File: src/bsmrh_pkg.sv
`timescale 1ns / 1ps
// ----------------------------------------------------------------------------
// Byte stream hash package
// Shared constants, controller state codes, and the command and status
// records that pass between the controller and the datapath.
// ----------------------------------------------------------------------------
package bsmrh_pkg;

  // Hash primes
  localparam logic [31:0] Prime1 = 32'd2654435761;
  localparam logic [31:0] Prime2 = 32'd2246822519;
  localparam logic [31:0] Prime5 = 32'd374761393;

  // Configuration address decode: word index above the byte offset
  localparam int unsigned AddrWidth = 3;
  localparam logic [AddrWidth-3:0] RegSeed = 1'b0;

  // Controller states, one-hot
  typedef enum logic [5:0] {
    StIdle    = 6'b000001,
    StWordRot = 6'b000010,
    StWordMul = 6'b000100,
    StTailMul = 6'b001000,
    StTailRot = 6'b010000,
    StEmit    = 6'b100000
  } bsmrh_state_e;

  // Commands from the controller to the datapath
  typedef struct packed {
    logic accept;    // take an item: start message, buffer byte, word multiply
    logic word_rot;  // add word product and rotate left by 13
    logic word_mul;  // multiply by prime2 into the accumulator
    logic tail_mul;  // multiply the oldest leftover byte by prime5
    logic tail_rot;  // add byte product and rotate left by 11, drop the byte
    logic emit;      // load the result register and close the message
  } bsmrh_cmd_t;

  // Status from the datapath to the controller
  typedef struct packed {
    logic [1:0] pend_cnt;  // buffered bytes, zero outside a message
  } bsmrh_status_t;

  // Rotate left by 13
  function automatic logic [31:0] rotl13(input logic [31:0] x);
    return {x[18:0], x[31:19]};
  endfunction

  // Rotate left by 11
  function automatic logic [31:0] rotl11(input logic [31:0] x);
    return {x[20:0], x[31:21]};
  endfunction

endpackage

File: src/bsmrh_datapath.sv
`timescale 1ns / 1ps
// ----------------------------------------------------------------------------
// Byte stream hash datapath
// Seed register, accumulator, byte buffer, one shared 32x32 multiplier with a
// product register, and the result register.
// ----------------------------------------------------------------------------
module bsmrh_datapath (
  input  logic                    clk_i,
  input  logic                    rst_ni,
  input  bsmrh_pkg::bsmrh_cmd_t    cmd_i,
  output bsmrh_pkg::bsmrh_status_t status_o,
  input  logic [7:0]              data_byte_i,
  input  logic                    byte_present_i,
  input  logic                    seed_we_i,
  input  logic [31:0]             seed_wdata_i,
  output logic [31:0]             seed_o,
  output logic [31:0]             hash_value_o
);
  import bsmrh_pkg::*;

  logic [31:0] seed_q, seed_d;
  logic [31:0] acc_q, acc_d;
  logic [23:0] pend_q, pend_d;
  logic [1:0]  cnt_q, cnt_d;
  logic        in_msg_q, in_msg_d;
  logic [31:0] tmp_q, tmp_d;
  logic [31:0] hash_q, hash_d;

  logic [31:0] acc_base;
  logic [23:0] pend_base;
  logic [1:0]  cnt_base;
  logic [31:0] mul_a, mul_b, mul_res;

  // Values at message start: fresh accumulator and empty buffer
  always_comb begin
    acc_base  = in_msg_q ? acc_q : seed_q + Prime5;
    pend_base = in_msg_q ? pend_q : 24'd0;
    cnt_base  = in_msg_q ? cnt_q : 2'd0;
  end

  // Shared multiplier, low 32 bits of the product
  always_comb begin
    mul_a = 32'd0;
    mul_b = 32'd0;
    if (cmd_i.accept) begin
      mul_a = {data_byte_i, pend_base};
      mul_b = Prime1;
    end else if (cmd_i.word_mul) begin
      mul_a = tmp_q;
      mul_b = Prime2;
    end else if (cmd_i.tail_mul) begin
      mul_a = {24'd0, pend_q[7:0]};
      mul_b = Prime5;
    end
  end
  assign mul_res = mul_a * mul_b;

  // Next state of the datapath registers
  always_comb begin
    seed_d   = seed_we_i ? seed_wdata_i : seed_q;
    acc_d    = acc_q;
    pend_d   = pend_q;
    cnt_d    = cnt_q;
    in_msg_d = in_msg_q;
    tmp_d    = tmp_q;
    hash_d   = hash_q;
    if (cmd_i.accept) begin
      acc_d    = acc_base;
      pend_d   = pend_base;
      cnt_d    = cnt_base;
      in_msg_d = 1'b1;
      if (byte_present_i) begin
        case (cnt_base)
          2'd0: begin
            pend_d[7:0] = data_byte_i;
            cnt_d       = 2'd1;
          end
          2'd1: begin
            pend_d[15:8] = data_byte_i;
            cnt_d        = 2'd2;
          end
          2'd2: begin
            pend_d[23:16] = data_byte_i;
            cnt_d         = 2'd3;
          end
          default: begin
            // fourth byte completes a word: product goes to tmp
            tmp_d  = mul_res;
            pend_d = 24'd0;
            cnt_d  = 2'd0;
          end
        endcase
      end
    end
    if (cmd_i.word_rot) begin
      tmp_d = rotl13(acc_q + tmp_q);
    end
    if (cmd_i.word_mul) begin
      acc_d = mul_res;
    end
    if (cmd_i.tail_mul) begin
      tmp_d = mul_res;
    end
    if (cmd_i.tail_rot) begin
      acc_d  = rotl11(acc_q + tmp_q);
      pend_d = {8'd0, pend_q[23:8]};
      cnt_d  = cnt_q - 2'd1;
    end
    if (cmd_i.emit) begin
      hash_d   = acc_q;
      pend_d   = 24'd0;
      cnt_d    = 2'd0;
      in_msg_d = 1'b0;
    end
  end

  // Control state
  always_ff @(posedge clk_i or negedge rst_ni) begin
    if (!rst_ni) begin
      seed_q   <= 32'd0;
      acc_q    <= Prime5;
      pend_q   <= 24'd0;
      cnt_q    <= 2'd0;
      in_msg_q <= 1'b0;
    end else begin
      seed_q   <= seed_d;
      acc_q    <= acc_d;
      pend_q   <= pend_d;
      cnt_q    <= cnt_d;
      in_msg_q <= in_msg_d;
    end
  end

  // Payload registers
  always_ff @(posedge clk_i) begin
    tmp_q  <= tmp_d;
    hash_q <= hash_d;
  end

  assign status_o.pend_cnt = cnt_base;
  assign seed_o            = seed_q;
  assign hash_value_o      = hash_q;

  // A completed word empties the buffer
  assert property (@(posedge clk_i) disable iff (!rst_ni)
    (cmd_i.accept && byte_present_i && cnt_base == 2'd3) |=> (cnt_q == 2'd0))
    else $error("buffer not emptied after word");

  // Closing a message leaves nothing buffered
  assert property (@(posedge clk_i) disable iff (!rst_ni)
    cmd_i.emit |=> (!in_msg_q && cnt_q == 2'd0 && pend_q == 24'd0))
    else $error("message state left after emit");

endmodule

File: src/bsmrh_ctrl.sv
`timescale 1ns / 1ps
// ----------------------------------------------------------------------------
// Byte stream hash controller
// Sequences the word step, the leftover byte folds and the result handoff,
// and owns the result valid flag.
// ----------------------------------------------------------------------------
module bsmrh_ctrl (
  input  logic                    clk_i,
  input  logic                    rst_ni,
  input  logic                    in_valid_i,
  output logic                    in_ready_o,
  input  logic                    byte_present_i,
  input  logic                    last_i,
  output logic                    out_valid_o,
  input  logic                    out_ready_i,
  input  bsmrh_pkg::bsmrh_status_t status_i,
  output bsmrh_pkg::bsmrh_cmd_t    cmd_o
);
  import bsmrh_pkg::*;

  bsmrh_state_e state_q, state_d;
  logic         last_q, last_d;
  logic         out_valid_q, out_valid_d;
  logic         take;
  logic         slot_free;

  assign in_ready_o = (state_q == StIdle);
  // Idle items are taken but do nothing
  assign take       = in_valid_i && in_ready_o && (byte_present_i || last_i);
  assign slot_free  = !out_valid_q || out_ready_i;

  // Advance the sequencer
  always_comb begin
    state_d = state_q;
    last_d  = last_q;
    case (state_q)
      StIdle: begin
        if (take) begin
          last_d = last_i;
          if (byte_present_i && status_i.pend_cnt == 2'd3) begin
            state_d = StWordRot;
          end else if (last_i) begin
            state_d = (byte_present_i || status_i.pend_cnt != 2'd0) ? StTailMul : StEmit;
          end
        end
      end
      StWordRot: state_d = StWordMul;
      StWordMul: state_d = last_q ? StEmit : StIdle;
      StTailMul: state_d = StTailRot;
      StTailRot: state_d = (status_i.pend_cnt == 2'd1) ? StEmit : StTailMul;
      StEmit: begin
        if (slot_free) begin
          state_d = StIdle;
        end
      end
      default: state_d = StIdle;
    endcase
  end

  // Commands to the datapath
  always_comb begin
    cmd_o.accept   = take;
    cmd_o.word_rot = (state_q == StWordRot);
    cmd_o.word_mul = (state_q == StWordMul);
    cmd_o.tail_mul = (state_q == StTailMul);
    cmd_o.tail_rot = (state_q == StTailRot);
    cmd_o.emit     = (state_q == StEmit) && slot_free;
  end

  // Hold the result valid until the item is taken
  always_comb begin
    out_valid_d = out_valid_q;
    if (cmd_o.emit) begin
      out_valid_d = 1'b1;
    end else if (out_ready_i) begin
      out_valid_d = 1'b0;
    end
  end

  always_ff @(posedge clk_i or negedge rst_ni) begin
    if (!rst_ni) begin
      state_q     <= StIdle;
      last_q      <= 1'b0;
      out_valid_q <= 1'b0;
    end else begin
      state_q     <= state_d;
      last_q      <= last_d;
      out_valid_q <= out_valid_d;
    end
  end

  assign out_valid_o = out_valid_q;

  // A full result slot holds the sequencer in emit
  assert property (@(posedge clk_i) disable iff (!rst_ni)
    (state_q == StEmit && out_valid_q && !out_ready_i) |=> (state_q == StEmit))
    else $error("emit left while result slot full");

  // A byte fold always has a byte to fold
  assert property (@(posedge clk_i) disable iff (!rst_ni)
    (state_q == StTailRot) |-> (status_i.pend_cnt != 2'd0))
    else $error("tail fold with empty buffer");

  // Emit always presents a result
  assert property (@(posedge clk_i) disable iff (!rst_ni)
    cmd_o.emit |=> out_valid_q)
    else $error("result not presented after emit");

endmodule

File: src/byte_stream_multiply_rotate_hash_unit.sv
`timescale 1ns / 1ps
// ----------------------------------------------------------------------------
// Byte stream multiply rotate hash unit
// Hashes a message that arrives one byte per item; every fourth byte folds a
// little-endian word by multiply and rotate, leftover bytes fold on the last
// item, and the 32-bit hash is then delivered.
// ----------------------------------------------------------------------------
//  Channel   Direction  Handshake                 Payload
//  input     in         in_valid_i / in_ready_o   data_byte_i, byte_present_i, last_i
//  result    out        out_valid_o / out_ready_i hash_value_o
//  config    in         psel/penable/pwrite       paddr, pwdata, prdata (seed at 0x0)
//
//  A byte that does not complete a word is taken in the idle state; a word-completing
//  byte runs word product, rotate and prime2 steps, bound by the shared multiplier.
//  A last item adds a multiply and a rotate step per leftover byte (0 to 3), then emit.
//  Reset clears the seed to 0 and ends any message; no clearing pass.
//  The result register frees the input side: the next message streams in while
//  a hash waits, and the sequencer stalls only at its next emit.
// ----------------------------------------------------------------------------
module byte_stream_multiply_rotate_hash_unit (
  input  logic                            clk_i,
  input  logic                            rst_ni,
  input  logic                            in_valid_i,
  output logic                            in_ready_o,
  input  logic [7:0]                      data_byte_i,
  input  logic                            byte_present_i,
  input  logic                            last_i,
  output logic                            out_valid_o,
  input  logic                            out_ready_i,
  output logic [31:0]                     hash_value_o,
  input  logic                            psel,
  input  logic                            penable,
  input  logic                            pwrite,
  input  logic [bsmrh_pkg::AddrWidth-1:0] paddr,
  input  logic [31:0]                     pwdata,
  output logic [31:0]                     prdata,
  output logic                            pready
);
  import bsmrh_pkg::*;

  bsmrh_cmd_t    cmd;
  bsmrh_status_t status;
  logic          seed_hit;
  logic          seed_we;
  logic [31:0]   seed;

  // Decode the configuration port
  assign pready   = 1'b1;
  assign seed_hit = (paddr[AddrWidth-1:2] == RegSeed);
  assign seed_we  = psel && penable && pwrite && pready && seed_hit;
  assign prdata   = seed_hit ? seed : 32'd0;

  bsmrh_ctrl u_ctrl (
    .clk_i          (clk_i),
    .rst_ni         (rst_ni),
    .in_valid_i     (in_valid_i),
    .in_ready_o     (in_ready_o),
    .byte_present_i (byte_present_i),
    .last_i         (last_i),
    .out_valid_o    (out_valid_o),
    .out_ready_i    (out_ready_i),
    .status_i       (status),
    .cmd_o          (cmd)
  );

  bsmrh_datapath u_datapath (
    .clk_i          (clk_i),
    .rst_ni         (rst_ni),
    .cmd_i          (cmd),
    .status_o       (status),
    .data_byte_i    (data_byte_i),
    .byte_present_i (byte_present_i),
    .seed_we_i      (seed_we),
    .seed_wdata_i   (pwdata),
    .seed_o         (seed),
    .hash_value_o   (hash_value_o)
  );

endmodule

File: config.mk
export PLATFORM = sky130hd
export DESIGN_NAME = byte_stream_multiply_rotate_hash_unit
export DESIGN_NICKNAME = d
export VERILOG_FILES = /design/src/bsmrh_pkg.sv /design/src/bsmrh_datapath.sv /design/src/bsmrh_ctrl.sv /design/src/byte_stream_multiply_rotate_hash_unit.sv
export SDC_FILE = /design/constraint.sdc
export NUM_CORES = 1
export LEC_CHECK = 0
export ABC_CLOCK_PERIOD_IN_PS = 18820
export BUFFER_PORTS_ARGS = -buffer_cell sky130_fd_sc_hd__buf_2
export CORE_MARGIN = 2
export CORE_UTILIZATION = 55
export DETAILED_ROUTE_END_ITERATION = 7
export GPL_TIMING_DRIVEN = 0
export PLACE_DENSITY = 0.84
export SYNTH_ARGS = -nofsm -noshare
export SYNTH_HDL_FRONTEND = slang
export SYNTH_SLANG_ARGS = --single-unit
File: constraint.sdc
create_clock -name clk_i -period 18.82 [get_ports clk_i]
set_input_delay 1.882 -clock clk_i [delete_from_list [all_inputs] [get_ports clk_i]]
set_output_delay 1.882 -clock clk_i [all_outputs]
set_load 0.02 [all_outputs]
==> summary by stage <==
Status
The run finished with clean final reports.

Synthesis
The sequential area share after synthesis is between 10% and 20%. During synthesis, Yosys emitted a total of 0 warnings. The most used flip-flop cell after synthesis is sky130_fd_sc_hd__dfrtp_1. Counting flops with an async set or reset pin after synthesis yields a share of between 60% and 70%. The count of mapped cells out of synthesis is between 2000 and 2500. Yosys mapped the design onto 79 distinct sky130hd cell types. The synthesized flop and latch total is approximately 160. The synthesized area per cell is around 9.6 µm².

Summing every instance area after synthesis gives around 23000 µm². The count of flip-flops with a built-in enable after synthesis is 64.

STA
Setup repair after global routing left no endpoint under its margin. At the pin with the least slew margin, the transition time is between 1000 and 1500 ps. The clock skew after layout is between 15 and 20 ps. Adding up every negative setup slack in the final design gives 0 ps. The number of max-slew violations in the final report was 0. Counting I/O delays and the setup requirement, the final critical path takes between 10000 and 15000 ps. Static timing analysis puts the maximum clock frequency at 84.5 MHz. The final setup violation count is 0. The fraction of the cycle the final worst path needs is ~63%. In this run the tightest slew margin relative to its limit is 7.07%. The number of hold violations in the final report came to 0.

GRT
The global-route wire length before repair is between 100000 and 150000 µm. The final global-route overflow total is 0. Entering global routing, the biggest net connects 70 pins. The via count of the first global-routing pass is 18900. The all-layer global routing usage is 37.0%. The number of antenna violations at the first check in global routing is 2.

Clock network
Once the clock tree was built, the resizer swapped 0 gates to a different size. Counting the buffers created by CTS gives 17. Counting every sink on the clock net gives roughly 160.

The root cell of the clock tree is sky130_fd_sc_hd__clkbuf_16. The H-tree was split into 4 levels. The clock input transition at the sequential cells of the worst setup and hold paths is about 70 ps. Clock latency on the worst-skew pair, taken at its later pin, is 450 ps. In this run, post-CTS hold repair placed 0 buffers.

The clock tree from TritonCTS is yes. The clock passes through at most 2 buffers. Once the clock tree was built, the setup fixing pass inserted 0 buffers.

Worst setup path
The worst endpoint required time is 18990 ps. The setup path with the least slack is of type in2reg. The most critical setup path has its endpoint at u_datapath.tmp_q[31]. The worst-case register-to-register setup slack is 7260 ps. STA classifies the critical path startpoint as a primary input.

The most numerous cell type found on the critical path is sky130_fd_sc_hd__fa_1. Of all nets on the critical path, the largest fanout is 10. The arrival time reported for the critical path endpoint is 12010 ps. The critical path endpoint category is a register. The cell count of the worst reg-to-reg path is 30. On the worst path, the slowest cell contributes a delay of about 690 ps. The start of the worst register-to-register path is u_ctrl.state_q[3]. The worst setup path startpoint is byte_present_i. The endpoint of the most critical register-to-register path is u_datapath.tmp_q[31]. The slowest stage of the critical path belongs to the cell sky130_fd_sc_hd__clkbuf_1.

Place
The HPWL reported at the end of detailed placement is between 60000 and 70000 µm. The port buffer count is roughly 110. The congestion estimate from routability-driven global placement came to approximately 1.0.

Die
The area of the core region is roughly 40000 µm². The vertical die dimension is ~210 µm. The initial cell density of the core is between 50% and 60%. The die width is between 200 and 250 µm. The full die area is roughly 43000 µm². During I/O placement, the number of pins put on the boundary was 119.

Row generation in the floorplan step produced 74 rows.

Route
After detailed routing, the number of remaining DRC violations is 0. The wire length per cell is 25.4 µm. Using the TritonRoute via totals, the vias-per-cell ratio works out to around 6. In this run, the number of DRC markers left after iteration 0 of detailed routing was 2097. The number of vias in the routed layout is 18500.

In this run the remaining antenna-violating nets after routing total 0. Before antenna repair, the detailed router went through 6 iterations. The routed wire length is approximately 80000 µm.

Layout
In the layout the commonest cells are sky130_fd_sc_hd__inv_1, sky130_fd_sc_hd__fa_1, sky130_fd_sc_hd__nand2_1. The area growth from synthesis to layout is 8.37%. The fraction of final layout cells with drive strength greater than 1 is under 10%. The number of antenna repair diodes is 0. The layout has around 3500 filler cells. The layout net count is between 3000 and 4000. The library cell used most frequently in the layout, excluding fill and tap cells, is sky130_fd_sc_hd__inv_1.

Worst hold path
The worst hold path belongs to the class reg2reg. The worst hold path begins at u_datapath.acc_q[17].

Run
Across the run, the number of max-cap violations was 0.
==> synth_stat cells, drive strengths merged, types with 4 or more instances <==
library cell / n / area [µm²]
a211o: 4 / 35.0
a211oi: 7 / 52.6
a21o: 32 / 240
a21oi: 105 / 529
a221o: 9 / 90.1
a221oi: 8 / 70.1
a22o: 8 / 70.1
a22oi: 21 / 163
a2bb2oi: 4 / 35.0
a31oi: 9 / 56.3
and2: 16 / 100
and3: 7 / 43.8
buf: 12 / 66.3
clkbuf: 54 / 203
dfrtp: 82 / 2050
dfstp: 17 / 447
edfxtp: 64 / 1920
fa: 365 / 7310
ha: 197 / 2460
inv: 537 / 2020
mux2: 34 / 383
nand2: 214 / 803
nand2b: 20 / 125
nand3: 19 / 95.1
nand4: 9 / 56.3
nor2: 119 / 447
nor2b: 40 / 250
nor3: 27 / 140
nor4: 5 / 46.3
o211ai: 13 / 97.6
o21a: 10 / 75.1
o21ai: 96 / 480
o21bai: 9 / 67.6
o221ai: 14 / 129
o22ai: 8 / 50.1
o31a: 4 / 35.0
o31ai: 5 / 37.5
or2: 5 / 31.3
or3: 7 / 43.8
or4: 4 / 33.8
xnor2: 77 / 674
xor2: 47 / 412
==> worst min path at each step <==
stage | to | slack (ps) | cells past startpoint
after floorplan | u_datapath.acc_q[17] | 440 | 2
after global placement | u_datapath.acc_q[17] | 470 | 2
after detailed placement | u_datapath.acc_q[17] | 470 | 2
after CTS | u_datapath.acc_q[17] | 480 | 2
after global routing | u_datapath.acc_q[17] | 510 | 2
final | u_datapath.acc_q[17] | 480 | 2
==> flip-flops by register name, indices dropped and copies added (netlist names) <==
name,cells
u_datapath.in_msg_q,1
u_datapath.seed_o,32
u_datapath.hash_value_o,32
u_datapath.tmp_q,32
u_ctrl.last_q,1
u_datapath.acc_q,32
u_datapath.pend_q,24
u_ctrl.out_valid_o,1
u_ctrl.state_q,6
u_datapath.cnt_q,2
==> through the flow <==
step	cell area, µm²	hold WS, ps	instances	utilization, %	setup WS [ps]
2_1_floorplan	22900	442	2398	-	8660
3_3_place_gp	24200	473	3044	59.1	6750
3_5_place_dp	24200	469	3046	59.2	6770
4_1_cts	24800	480	3078	60.6	7190
5_1_grt	24800	509	3078	60.6	6650
6_report	24800	483	3078	60.6	6990
==> area by class of cell <==
| type | count | area [µm²] | area share [%] |
|---|---|---|---|
| Sequential cell | 163 | 4420 | 17.8 |
| Buffer | 66 | 270 | 1.09 |
| Inverter | 537 | 2020 | 8.12 |
| Timing Repair Buffer | 116 | 621 | 2.50 |
| Multi-Input combinational cell | 1632 | 16200 | 65.4 |
| Clock buffer | 17 | 425 | 1.71 |
| Tap cell | 532 | 666 | 2.68 |
| Clock inverter | 15 | 158 | 0.635 |
==> routing by layer <==
| layer | global-route usage [%] | part of all wire (%) | routed length (µm) |
|---|---|---|---|
| met5 | 0 | 0.036 | 28 |
| met4 | 15.8 | 4.9 | 3850 |
| met3 | 9.37 | 12 | 9070 |
| met2 | 56.0 | 44 | 34400 |
| met1 | 50.7 | 39 | 30700 |
==> critical path: cells and delay by family <==
| kind | cells | cell delay (ps) |
|---|---|---|
| buf+inv | 7 | 1890 |
| xor+xnor | 1 | 270 |
| simple gates | 3 | 1630 |
| compound gates | 9 | 2280 |
| fa+ha+maj | 9 | 4060 |
==> logic make-up (layout without fill, tap and decap cells) <==
group,Yosys count,count (layout),share of synthesized area [%]
buffers and inverters,603,751,9.98
multiplexers,36,36,1.76
flip-flops,163,163,19.3
XOR/XNOR,126,126,4.94
AO/OA/AOI/OAI,391,391,11.2
other,2,14,0.0328
adder cells (fa/ha/maj),562,562,42.7
AND/OR/NAND/NOR,503,503,10.1
Power is left out: the tool's default activity adds up to more than one toggle a clock period on the data nets, which glitch-free logic cannot reach.
